File: config.mk
export PLATFORM = sky130hd
export DESIGN_NAME = padded_string_crc32_flat
export DESIGN_NICKNAME = d
export VERILOG_FILES = /design/src/sv/pscrc_pkg.sv /design/src/sv/pscrc_if.sv /design/src/sv/pscrc_accum.sv /design/src/sv/pscrc_final.sv /design/src/sv/padded_string_crc32.sv /design/src/flat_wrapper.sv
export VERILOG_INCLUDE_DIRS = /design/src /design/src/sv
export SDC_FILE = /design/constraint.sdc
export NUM_CORES = 1
export LEC_CHECK = 0
export ABC_AREA = 1
export BUFFER_PORTS_ARGS = -buffer_cell sky130_fd_sc_hd__buf_4
export CELL_PAD_IN_SITES_DETAIL_PLACEMENT = 1
export CELL_PAD_IN_SITES_GLOBAL_PLACEMENT = 2
export CORE_UTILIZATION = 32
export DETAILED_ROUTE_END_ITERATION = 7
export GPL_TIMING_DRIVEN = 0
export MAX_ROUTING_LAYER = met4
export PLACE_DENSITY_LB_ADDON = 0.3
export SLEW_MARGIN = 10
export SYNTH_ARGS = -nofsm -noshare
export SYNTH_HDL_FRONTEND = slang
export SYNTH_SLANG_ARGS = --single-unit
File: constraint.sdc
create_clock -name i_clk -period 2.5 [get_ports i_clk]
set_clock_uncertainty 0.1 [all_clocks]
set_input_delay 0.25 -clock i_clk [delete_from_list [all_inputs] [get_ports i_clk]]
set_output_delay 0.25 -clock i_clk [all_outputs]
set_load 0.02 [all_outputs]
File: src/sv/padded_string_crc32_defines.svh
// Assertion macros shared by the padded string CRC-32 block.
`ifndef PADDED_STRING_CRC32_DEFINES_SVH
`define PADDED_STRING_CRC32_DEFINES_SVH

// Same-cycle implication, checked on every rising edge outside reset.
`define PSCRC_ASSERT_NOW(lbl, ante, cons) \
    lbl: assert property (@(posedge i_clk) disable iff (!i_rst_n) (ante) |-> (cons)) \
        else $error("pscrc same-cycle check failed");

// Next-cycle implication, checked on every rising edge outside reset.
`define PSCRC_ASSERT_NEXT(lbl, ante, cons) \
    lbl: assert property (@(posedge i_clk) disable iff (!i_rst_n) (ante) |=> (cons)) \
        else $error("pscrc next-cycle check failed");

`endif

File: src/sv/pscrc_pkg.sv
// Package with types, constants and the word CRC function of the padded string CRC-32 block.
package pscrc_pkg;

    localparam int unsigned BYTE_W = 8;
    localparam int unsigned CRC_W  = 32;
    localparam int unsigned PEND_W = 24;

    localparam logic [CRC_W-1:0] CRC_POLY = 32'h04C1_1DB7;
    localparam logic [CRC_W-1:0] CRC_INIT = 32'hFFFF_FFFF;
    localparam logic [CRC_W-1:0] CRC_TOP  = 32'h8000_0000;

    // One input item as it travels through the block.
    typedef struct packed {
        logic [BYTE_W-1:0] char_byte;
        logic              has_byte;
        logic              last;
    } t_item;

    // A closed string waiting for its final combine.
    typedef struct packed {
        logic             valid;
        logic [CRC_W-1:0] body;
        logic [CRC_W-1:0] tail;
    } t_fin;

    typedef logic [CRC_W-1:0] t_cols [CRC_W];

    // Column i holds the CRC state after shifting a lone bit i through 32 steps.
    function automatic t_cols f_build_cols();
        t_cols            cols;
        logic [CRC_W-1:0] v;
        for (int i = 0; i < CRC_W; i++) begin
            v = CRC_W'(1) << i;
            for (int k = 0; k < CRC_W; k++) begin
                v = ((v & CRC_TOP) != '0) ? ((v << 1) ^ CRC_POLY) : (v << 1);
            end
            cols[i] = v;
        end
        return cols;
    endfunction

    localparam t_cols CRC_COLS = f_build_cols();

    // Feed one 32-bit word MSB first; the 32 shifts are linear, so this is an XOR network.
    function automatic logic [CRC_W-1:0] f_crc_word(logic [CRC_W-1:0] crc,
                                                    logic [CRC_W-1:0] word);
        logic [CRC_W-1:0] x;
        logic [CRC_W-1:0] r;
        x = crc ^ word;
        r = '0;
        for (int i = 0; i < CRC_W; i++) begin
            if (x[i]) begin
                r = r ^ CRC_COLS[i];
            end
        end
        return r;
    endfunction

endpackage

File: src/sv/pscrc_if.sv
// Valid/ready channel interfaces for the input bytes and the result checksum.
interface pscrc_in_if;
    import pscrc_pkg::*;

    logic              valid;
    logic              ready;
    logic [BYTE_W-1:0] char_byte;
    logic              has_byte;
    logic              last;

    modport source (output valid, output char_byte, output has_byte, output last,
                    input ready);
    modport sink   (input valid, input char_byte, input has_byte, input last,
                    output ready);
endinterface

interface pscrc_out_if;
    import pscrc_pkg::*;

    logic             valid;
    logic             ready;
    logic [CRC_W-1:0] checksum;

    modport source (output valid, output checksum, input ready);
    modport sink   (input valid, input checksum, output ready);
endinterface

File: src/sv/pscrc_accum.sv
// Byte accumulator: packs bytes into words, updates the body CRC and captures closed strings.
module pscrc_accum (
    input  logic             i_clk,
    input  logic             i_rst_n,
    input  logic             i_go,
    input  pscrc_pkg::t_item i_item,
    input  logic             i_fin_take,
    output pscrc_pkg::t_fin  o_fin
);
    import pscrc_pkg::*;

    logic [CRC_W-1:0]  r_body;
    logic [PEND_W-1:0] r_pend;
    logic [1:0]        r_pos;
    logic              r_fin_valid;
    logic [CRC_W-1:0]  r_fin_body;
    logic [CRC_W-1:0]  r_fin_tail;

    logic [CRC_W-1:0]  n_body;
    logic [PEND_W-1:0] n_pend;
    logic [1:0]        n_pos;
    logic [PEND_W-1:0] w_mask;

    // Byte packing and the body CRC update for a completed word.
    always_comb begin
        n_body = r_body;
        n_pend = r_pend;
        n_pos  = r_pos;
        if (i_item.has_byte) begin
            case (r_pos)
                2'd0: begin
                    n_pend[7:0] = i_item.char_byte;
                    n_pos       = 2'd1;
                end
                2'd1: begin
                    n_pend[15:8] = i_item.char_byte;
                    n_pos        = 2'd2;
                end
                2'd2: begin
                    n_pend[23:16] = i_item.char_byte;
                    n_pos         = 2'd3;
                end
                default: begin
                    n_body = f_crc_word(r_body, {i_item.char_byte, r_pend});
                    n_pos  = 2'd0;
                end
            endcase
        end
    end

    // Only the buffered bytes count toward the tail word; stale lanes are masked.
    always_comb begin
        case (n_pos)
            2'd0:    w_mask = 24'h00_0000;
            2'd1:    w_mask = 24'h00_00FF;
            2'd2:    w_mask = 24'h00_FFFF;
            default: w_mask = 24'hFF_FFFF;
        endcase
    end

    // State registers; a closing item hands off its words and restarts the string.
    always_ff @(posedge i_clk) begin
        if (!i_rst_n) begin
            r_body      <= CRC_INIT;
            r_pos       <= 2'd0;
            r_fin_valid <= 1'b0;
        end else begin
            if (i_go) begin
                if (i_item.last) begin
                    r_body <= CRC_INIT;
                    r_pos  <= 2'd0;
                end else begin
                    r_body <= n_body;
                    r_pos  <= n_pos;
                end
            end
            if (i_go && i_item.last) begin
                r_fin_valid <= 1'b1;
            end else if (i_fin_take) begin
                r_fin_valid <= 1'b0;
            end
        end
    end

    // Payload registers carry no reset.
    always_ff @(posedge i_clk) begin
        if (i_go) begin
            r_pend <= n_pend;
        end
        if (i_go && i_item.last) begin
            r_fin_body <= n_body;
            r_fin_tail <= {8'h00, n_pend & w_mask};
        end
    end

    assign o_fin = {r_fin_valid, r_fin_body, r_fin_tail};

endmodule

File: src/sv/pscrc_final.sv
// Final combine of body and tail CRCs, held in the result register.
module pscrc_final (
    input  logic            i_clk,
    input  logic            i_rst_n,
    input  pscrc_pkg::t_fin i_fin,
    output logic            o_fin_take,
    pscrc_out_if.source     o_out
);
    import pscrc_pkg::*;

    logic             r_out_valid;
    logic [CRC_W-1:0] r_sum;
    logic [CRC_W-1:0] w_body_crc;
    logic [CRC_W-1:0] w_tail_crc;
    logic [CRC_W-1:0] n_sum;

    // Both word CRCs start fresh; the body CRC is then continued over the tail CRC.
    always_comb begin
        w_body_crc = f_crc_word(CRC_INIT, i_fin.body);
        w_tail_crc = f_crc_word(CRC_INIT, i_fin.tail);
        n_sum      = f_crc_word(w_body_crc, w_tail_crc);
    end

    // A closed string moves in when the result register is empty or being emptied.
    assign o_fin_take = i_fin.valid && (!r_out_valid || o_out.ready);

    always_ff @(posedge i_clk) begin
        if (!i_rst_n) begin
            r_out_valid <= 1'b0;
        end else if (o_fin_take) begin
            r_out_valid <= 1'b1;
        end else if (o_out.ready) begin
            r_out_valid <= 1'b0;
        end
    end

    always_ff @(posedge i_clk) begin
        if (o_fin_take) begin
            r_sum <= n_sum;
        end
    end

    assign o_out.valid    = r_out_valid;
    assign o_out.checksum = r_sum;

endmodule

File: src/sv/padded_string_crc32.sv
// Top level of the padded string CRC-32 block: input register, accumulator and final combine.
// One byte item is taken per clock cycle while the input does not stall, also while a checksum
// waits to be transferred; the limit is the body CRC register, which a 32-bit XOR network
// updates once per cycle. A closing item (last = 1) passes through the input register, then
// the accumulator that packs bytes into little-endian words and takes the zero-padded tail,
// then the final combine that feeds the body and tail CRCs into a fresh CRC. The input stalls
// only when a closing item meets a closed string still waiting in the handoff slot.
// CRC: polynomial 0x04C11DB7, MSB first, no reflection, no final XOR.
`include "padded_string_crc32_defines.svh"

module padded_string_crc32 (
    input  logic        i_clk,
    input  logic        i_rst_n,
    pscrc_in_if.sink    i_in,
    pscrc_out_if.source o_out
);
    import pscrc_pkg::*;

    logic  r_in_valid;
    t_item r_in;
    logic  w_go;
    logic  w_fin_take;
    logic  w_fin_free;
    t_fin  w_fin;

    // A closing item may only leave the input register when the handoff slot is free.
    assign w_fin_free = !w_fin.valid || w_fin_take;
    assign w_go       = r_in_valid && (!r_in.last || w_fin_free);
    assign i_in.ready = !r_in_valid || w_go;

    // Input register.
    always_ff @(posedge i_clk) begin
        if (!i_rst_n) begin
            r_in_valid <= 1'b0;
        end else if (i_in.valid && i_in.ready) begin
            r_in_valid <= 1'b1;
        end else if (w_go) begin
            r_in_valid <= 1'b0;
        end
    end

    always_ff @(posedge i_clk) begin
        if (i_in.valid && i_in.ready) begin
            r_in.char_byte <= i_in.char_byte;
            r_in.has_byte  <= i_in.has_byte;
            r_in.last      <= i_in.last;
        end
    end

    pscrc_accum u_accum (
        .i_clk      (i_clk),
        .i_rst_n    (i_rst_n),
        .i_go       (w_go),
        .i_item     (r_in),
        .i_fin_take (w_fin_take),
        .o_fin      (w_fin)
    );

    pscrc_final u_final (
        .i_clk      (i_clk),
        .i_rst_n    (i_rst_n),
        .i_fin      (w_fin),
        .o_fin_take (w_fin_take),
        .o_out      (o_out)
    );

    // The input stalls only behind a closing item.
    `PSCRC_ASSERT_NOW(a_stall_cause, !i_in.ready, r_in_valid && r_in.last)
    // A closing item leaving the input register is handed to the final combine.
    `PSCRC_ASSERT_NEXT(a_fin_capture, w_go && r_in.last, w_fin.valid)
    // A handed-off string shows up as a result in the next cycle.
    `PSCRC_ASSERT_NEXT(a_fin_to_out, w_fin_take, o_out.valid)

endmodule

File: src/flat_wrapper.sv
// flat-port wrapper written by rule: the top's interface ports become plain ports
module padded_string_crc32_flat import pscrc_pkg::*;
  (i_clk, i_rst_n, i_in_valid, i_in_char_byte, i_in_has_byte, i_in_last, i_in_ready, o_out_valid, o_out_checksum, o_out_ready);
  pscrc_in_if i_in_i ();
  pscrc_out_if o_out_i ();
  input  logic i_clk;
  input  logic i_rst_n;
  input wire logic [$bits(i_in_i.valid)-1:0] i_in_valid;
  input wire logic [$bits(i_in_i.char_byte)-1:0] i_in_char_byte;
  input wire logic [$bits(i_in_i.has_byte)-1:0] i_in_has_byte;
  input wire logic [$bits(i_in_i.last)-1:0] i_in_last;
  output wire logic [$bits(i_in_i.ready)-1:0] i_in_ready;
  output wire logic [$bits(o_out_i.valid)-1:0] o_out_valid;
  output wire logic [$bits(o_out_i.checksum)-1:0] o_out_checksum;
  input wire logic [$bits(o_out_i.ready)-1:0] o_out_ready;
  assign i_in_i.valid = i_in_valid;
  assign i_in_i.char_byte = i_in_char_byte;
  assign i_in_i.has_byte = i_in_has_byte;
  assign i_in_i.last = i_in_last;
  assign i_in_ready = i_in_i.ready;
  assign o_out_valid = o_out_i.valid;
  assign o_out_checksum = o_out_i.checksum;
  assign o_out_i.ready = o_out_ready;
  padded_string_crc32 u_core (.i_clk(i_clk), .i_rst_n(i_rst_n), .i_in(i_in_i), .o_out(o_out_i));
endmodule
[Word level (Yosys, flattened, before mapping)]
Index checks and enable logic that the tools add are counted.
Word-level totals
  flip-flop bits (word level): 159
  output and inout port bits: 34
  logic and storage cells: 370
  input bits: 14
Operators by class
  mux-type cells: 207
  reduce and logical (&&, ||, !) cells: 18
  equal/unequal tests: 4
  bitwise gates (word level): 129
Operators by type and width (count)
  two-way mux 32 bit: 117
  two-way mux 31 bit: 24
  two-way mux 30 bit: 16
  NOT 13 bit: 36
  two-way mux 29 bit: 12
  NOT 14 bit: 20
  NOT 15 bit: 16
  two-way mux 28 bit: 8
  two-way mux 27 bit: 8
  NOT 12 bit: 16
  NOT 16 bit: 12
  NOT 18 bit: 8
  two-way mux 26 bit: 4
  two-way mux 25 bit: 4
  NOT 11 bit: 8
  NOT 20 bit: 4
  case mux 24 bit (3 select lines): 1
  NOT 17 bit: 4
  XOR 32 bit: 2
  NOT 24 -> 32 bit: 1
  NOT 32 bit: 1
  bitwise AND 24 bit: 1
  two-way mux 24 bit: 1
  two-way mux 8 bit: 3
  other kinds (11): 31

[Logic depth before layout (Yosys ltp)]
  depth after elaboration: 129
  gate-level depth with buffers: 27

[Modules after synthesis]
From an unflattened synthesis, not the netlist that was laid out.
Second synthesis, totals
  cells, all modules: 5004
  area total of the unflattened synthesis: 26824.5 um^2
Modules (own cells, without submodules)
  pscrc_final: area each 16509.6 um^2, cells each 3386, instances 1
  pscrc_accum: area each 9944.5 um^2, cells each 1598, instances 1
  padded_string_crc32: area each 370.4 um^2, cells each 20, instances 1

[Worst setup path before layout]
OpenSTA, ideal clock, no wires.
  path type: reg2reg
  start point: register u_core.u_final.r_out_valid (netlist: u_core.u_final.o_out.valid)
  end point: register u_core.u_accum.r_fin_body[0], enable pin
  stages on the path, launching flop included: 10
  arrival time: 2.081 ns
  path buffers: 0
  setup slack: -0.092 ns
  path through: dfxtp_1 -> inv_1 -> nor2_1 -> inv_1 -> nor2_1 -> nand2_1 -> nand2_1 -> clkinv_1 -> nand2_1 -> inv_1
Between the ends
  longest elaborated chain between the ends: 7
Ends and longest elaborated chain
  start: declaration: line pscrc_final.sv:11  | logic r_out_valid;
  start signal: assignment: line pscrc_final.sv:29  | r_out_valid <= 1'b0;
  start signal: assignment: line pscrc_final.sv:31  | r_out_valid <= 1'b1;
  start signal: assignment: line pscrc_final.sv:33  | r_out_valid <= 1'b0;
  zero test 1 bit: line pscrc_final.sv:25  | assign o_fin_take = i_fin.valid && (!r_out_valid || o_out.ready);
  logical OR 1 bit: line pscrc_final.sv:25
  logical AND 1 bit: line pscrc_final.sv:25
  logical OR 1 bit: line padded_string_crc32.sv:27  | assign w_fin_free = !w_fin.valid || w_fin_take;
  logical OR 1 bit: line padded_string_crc32.sv:28  | assign w_go = r_in_valid && (!r_in.last || w_fin_free);
  logical AND 1 bit: line padded_string_crc32.sv:28
  logical AND 1 bit: line pscrc_accum.sv:90  | if (i_go && i_item.last) begin
  end signal: assignment: line pscrc_accum.sv:91  | r_fin_body <= n_body;
  end: declaration: line pscrc_accum.sv:16  | logic [CRC_W-1:0] r_fin_body;
No other way between the ends.
A chain may end at the register's enable or synchronous reset.

[Final worst setup path]
  start point: register u_core.u_accum.r_fin_tail[17]
  end point: register u_core.u_final.r_sum[28] (netlist: u_core.u_final.o_out.checksum[28]) (data pin)
Between the ends
  longest elaborated chain between the ends: 61
Ends and longest elaborated chain
  start: declaration: line pscrc_accum.sv:17  | logic [CRC_W-1:0] r_fin_tail;
  start signal: assignment: line pscrc_accum.sv:92  | r_fin_tail <= {8'h00, n_pend & w_mask};
  NOT 24 -> 32 bit (no source line) (*)
  two-way mux 26 bit (*): line pscrc_pkg.sv:52  | if (x[i]) begin
  NOT 13 bit (no source line)
  two-way mux 27 bit (*): line pscrc_pkg.sv:52
  two-way mux 28 bit (*): line pscrc_pkg.sv:52
  two-way mux 29 bit (*): line pscrc_pkg.sv:52
  two-way mux 30 bit (*): line pscrc_pkg.sv:52
  two-way mux 31 bit (*): line pscrc_pkg.sv:52
  [44 not listed]
  two-way mux 31 bit (*): line pscrc_pkg.sv:52
  NOT 16 bit (no source line)
  two-way mux 32 bit (*): line pscrc_pkg.sv:52
  NOT 17 bit (no source line)
  two-way mux 32 bit (*) (2 in a row): line pscrc_pkg.sv:52
  NOT 13 bit (no source line)
  two-way mux 32 bit (*) (2 in a row): line pscrc_pkg.sv:52
  via u_core.u_final.n_sum[28]: line pscrc_final.sv:15  | logic [CRC_W-1:0] n_sum;
  end signal: assignment: line pscrc_final.sv:39  | r_sum <= n_sum;
  end: declaration: line pscrc_final.sv:12  | logic [CRC_W-1:0] r_sum;
The timed path passes the listed nets; every way through them passes the cells marked *.

==> flow_metrics.py <==
metrics = {
    "sta": {
        "setup_slack_ns": -0.614,
        "tightest_slew_ns": 0.848,
        "max_slew_margin_pct": 43.5,
        "fin_crit_sh_pct": 125,
        "hold_viol_final": 0,
        "max_freq_mhz": 321,
        "setup_tns_ns": -25.29,
        "setup_viol": 87,
        "period_needed_ns": 3.11,
        "rsz0062_at_grt": "yes",
        "maxSlewViolCount": 0,
    },
    "routing": {
        "first_pass_iters": 5,
        "vias_per_cell": 5.13,
        "wl_per_cell_um": 22.2,
        "drt_wl_total_um": 113000,
        "vias": 26200,
        "drt_iter0_markers": 2101,
        "drc": 0,
        "detail-route-antenna-nets": 0,
    },
    "cells_and_area": {
        "drive_above_1_share_pct": 29.1,
        "n_fill_cell": 8986,
        "diodes": 0,
        "nets": 4171,
        "layout_commonest_cell": "nand2_1",
        "fin_util_pct": 45.5,
        "syn_to_final_growth_pct": 39.8,
        "final_cell_mix": "1,566 x nand2_1, 306 x inv_1, 291 x nand3_1, 280 x nand2_2, 265 x buf_4",
    },
    "yosys": {
        "ys_seq_area_share_pct": 19.2,
        "synth.cell_area_mm2": 0.0229,
        "synth_seq_cells": 159,
        "synth_ff_type": "edfxtp_1",
        "async_reset_ff_share_pct": 0,
        "synth.distinct_cells": 35,
        "synth.area.top_cells": "nand2_1 32%, edfxtp_1 16%, xnor2_1 10%, xor2_1 10%, nand3_1 8.2%",
        "ys_warn_count": 0,
        "synth_cells": 3818,
        "yosys.area.top_type": "nand2_1",
        "yosysTopAreaCellShare_pct": 31.5,
        "syn-num-nets": 3836,
        "synth-edff-count": 122,
        "syn_area_per_cell_um2": 6.01,
    },
    "die": {
        "die_h_um": 270,
        "die_w_um": 270,
        "core_mm2": 0.0705,
        "start_util_pct": 32.5,
        "die_area_mm2": 0.0728,
        "rows": 97,
        "ios": 48,
    },
    "place": {
        "dp_hpwl_um": 85100,
        "globalplace.congestion": 0.973,
        "dpl_worst_slack_ns": -1.35,
        "portBuffers": 47,
    },
    "setup_path": {
        "reg2reg_from": "u_core.u_accum.r_fin_tail[17]$_DFFE_PP_",
        "path_max_fanout": 5,
        "cp-end-kind": "flip-flop",
        "reg2reg_to": "u_core.u_final.o_out.checksum[28]$_DFFE_PP_",
        "cp.arrival_ns": 3.27,
        "critPathKind": "flip-flop to flip-flop",
        "r2r_cells": 17,
        "reg2reg_slack_ns": -0.61,
        "critPathRequiredTime_ns": 2.65,
        "cp-start-kind": "flip-flop",
    },
    "power_and_ir_drop": {
        "cellPowerDensity_mw_per_mm2": 635,
        "netSwitchingFraction_pct": 51.2,
        "ir_drop_v": 0.000522,
        "pwr-share-comb_pct": 69.7,
        "internal_power_mw": 9.93,
        "seq_power_share_pct": 16.4,
        "pwr-share-clk_pct": 13.9,
        "switchingPower_mw": 10.4,
        "power_leakage_nw": 16.3,
    },
    "hold_path": {
        "hp-class": "input port to flip-flop",
        "worstHoldPathCells": 6,
        "hold_end": "u_core.r_in_valid$_SDFFE_PN0P_",
        "holdCritStartpoint": "o_out_ready",
    },
    "global_route": {
        "grt_first_pass_wirelength_um": 165000,
        "grt_usage_pct": 31.4,
        "grt_max_degree": 34,
        "grt_pass1_vias": 25800,
        "grt-ovfl-total": 0,
        "antenna_found_initial": 0,
    },
    "clock_network": {
        "cts_tree": "done",
        "clkSinkCount": 159,
        "clk_pin_slew_ns": 0.08,
        "ctsRootBufferMaster": "clkbuf_16",
        "cts_max_level": 4,
        "cts_buffers": 17,
        "cts_buffer_depth": 2,
        "clock_latency_ns": 0.51,
    },
    "flow_run": {
        "max_cap_violations": 0,
    },
    "status": {
        "violations": "setup timing",
        "status": "finished, violations left",
    },
}
[power by group through the flow]
stage	clock [mW]	sequential (mW)	combinational, mW
6_report	2.82	3.35	14.2
5_1_grt	2.95	3.36	15.2
4_1_cts	2.87	3.34	13.1
3_5_place_dp	0	3.38	11.1
3_3_place_gp	0	3.38	10.9
2_1_floorplan	0	3.38	7.80
[worst max-delay path by stage]
stage	startpoint	end	slack [ns]	depth (start not counted)
floorplan	u_core.u_accum.r_fin_body[31]$_DFFE_PP_	u_core.u_final.o_out.checksum[3]$_DFFE_PP_	-0.008	21
finish	u_core.u_accum.r_fin_tail[17]$_DFFE_PP_	u_core.u_final.o_out.checksum[28]$_DFFE_PP_	-0.61	17
CTS	u_core.u_accum.r_fin_body[17]$_DFFE_PP_	u_core.u_final.o_out.checksum[22]$_DFFE_PP_	-0.51	17
global placement	u_core.u_accum.r_fin_body[27]$_DFFE_PP_	u_core.u_final.o_out.checksum[22]$_DFFE_PP_	-1.33	19
global route	u_core.u_accum.r_fin_body[15]$_DFFE_PP_	u_core.u_final.o_out.checksum[13]$_DFFE_PP_	-0.79	24
detailed placement	u_core.u_accum.r_fin_body[15]$_DFFE_PP_	u_core.u_final.o_out.checksum[22]$_DFFE_PP_	-1.35	19
[cell usage after synthesis (11+ instances only)]
cell and count:
nand2_1 1926, nand3_1 376, inv_1 355, xnor2_1 267, xor2_1 264, edfxtp_1 122, nor2_1 76, a21oi_1 47
nand2_2 41, buf_4 40, dfxtp_1 37, o21ai_0 35, xnor2_2 34, inv_2 33, buf_6 28, nand3b_1 27
clkbuf_1 19, nand4_1 16, xor2_2 13, o21ai_1 11
[critical path, stage by stage (launching register included)]
cell      delay [ns]
edfxtp_1        0.51
buf_4           0.20
xnor2_2         0.17
or2_2           0.32
nand3_1         0.09
nand2_1         0.11
inv_1           0.08
nand3_1         0.11
nand2_4         0.23
xor2_4          0.25
buf_4           0.15
nand2_2         0.07
nand3_1         0.15
nand2_1         0.07
nand2_1         0.09
nand2_1         0.06
nand2_1         0.05
nand2_1         0.07
[kinds of logic (layout without fill, tap and decap cells)]
logic type	count (synthesis)	count (layout)	synth area share [%]
AO/OA/AOI/OAI	99	99	2.25
XOR/XNOR	586	586	24.6
adder cells (fa/ha/maj)	4	4	0.218
buffers and inverters	489	837	9.63
flip-flops	159	159	19.2
AND/OR/NAND/NOR	2481	2481	44.1
[per-layer routing]
metal / wire length [um] / share of wire [%] / GRT usage [%]
met2: 53900 / 48 / 51.5
met4: 4570 / 4.0 / 12.2
met1: 48800 / 43 / 39.6
met3: 5970 / 5.3 / 3.08
met5: 0 / 0 / -
[registers in the layout, indices dropped and copies added (netlist names), 2 cells and up]
signal / count
u_core.u_accum.r_pos: 2
u_core.u_accum.r_fin_tail: 24
u_core.u_accum.r_pend: 24
u_core.u_final.o_out.checksum: 32
u_core.u_accum.r_fin_body: 32
u_core.r_in: 10
u_core.u_accum.r_body: 32
[cell type report]
type                    count  area, um2  share of cell area, %
plain buffers              96       1170                   3.66
clock buffers              17        425                   1.33
clock inverters            15        166                  0.519
inverters                 393       1640                   5.11
multi-input cells        3170      20200                   63.1
flip-flops and latches    159       4410                   13.7
well taps                 940       1180                   3.67
repair buffers            314       2830                   8.81
repair inverters            2       15.0                 0.0468
[per-stage QoR]
stage	power, mW	hold WS, ns	instance area (um2)	cells
floorplan	11.2	0.249	23100	3818
global placement	14.3	0.328	24600	4805
detailed placement	14.5	0.330	24700	4806
CTS	19.3	0.0785	30400	5038
global route	21.5	0.158	32100	5106
finish	20.4	0.118	32100	5106
[timing repair]
item / CTS / global route
setup endpoints to repair: 187 / 169
hold buffers: 13 / 0
hold endpoints to repair: 13 / 0
pin swaps: 154 / 131
cloned: 8 / 1
setup buffers: 179 / 67
gates resized for setup: 732 / 283
(Power assumes the default switching activity.)
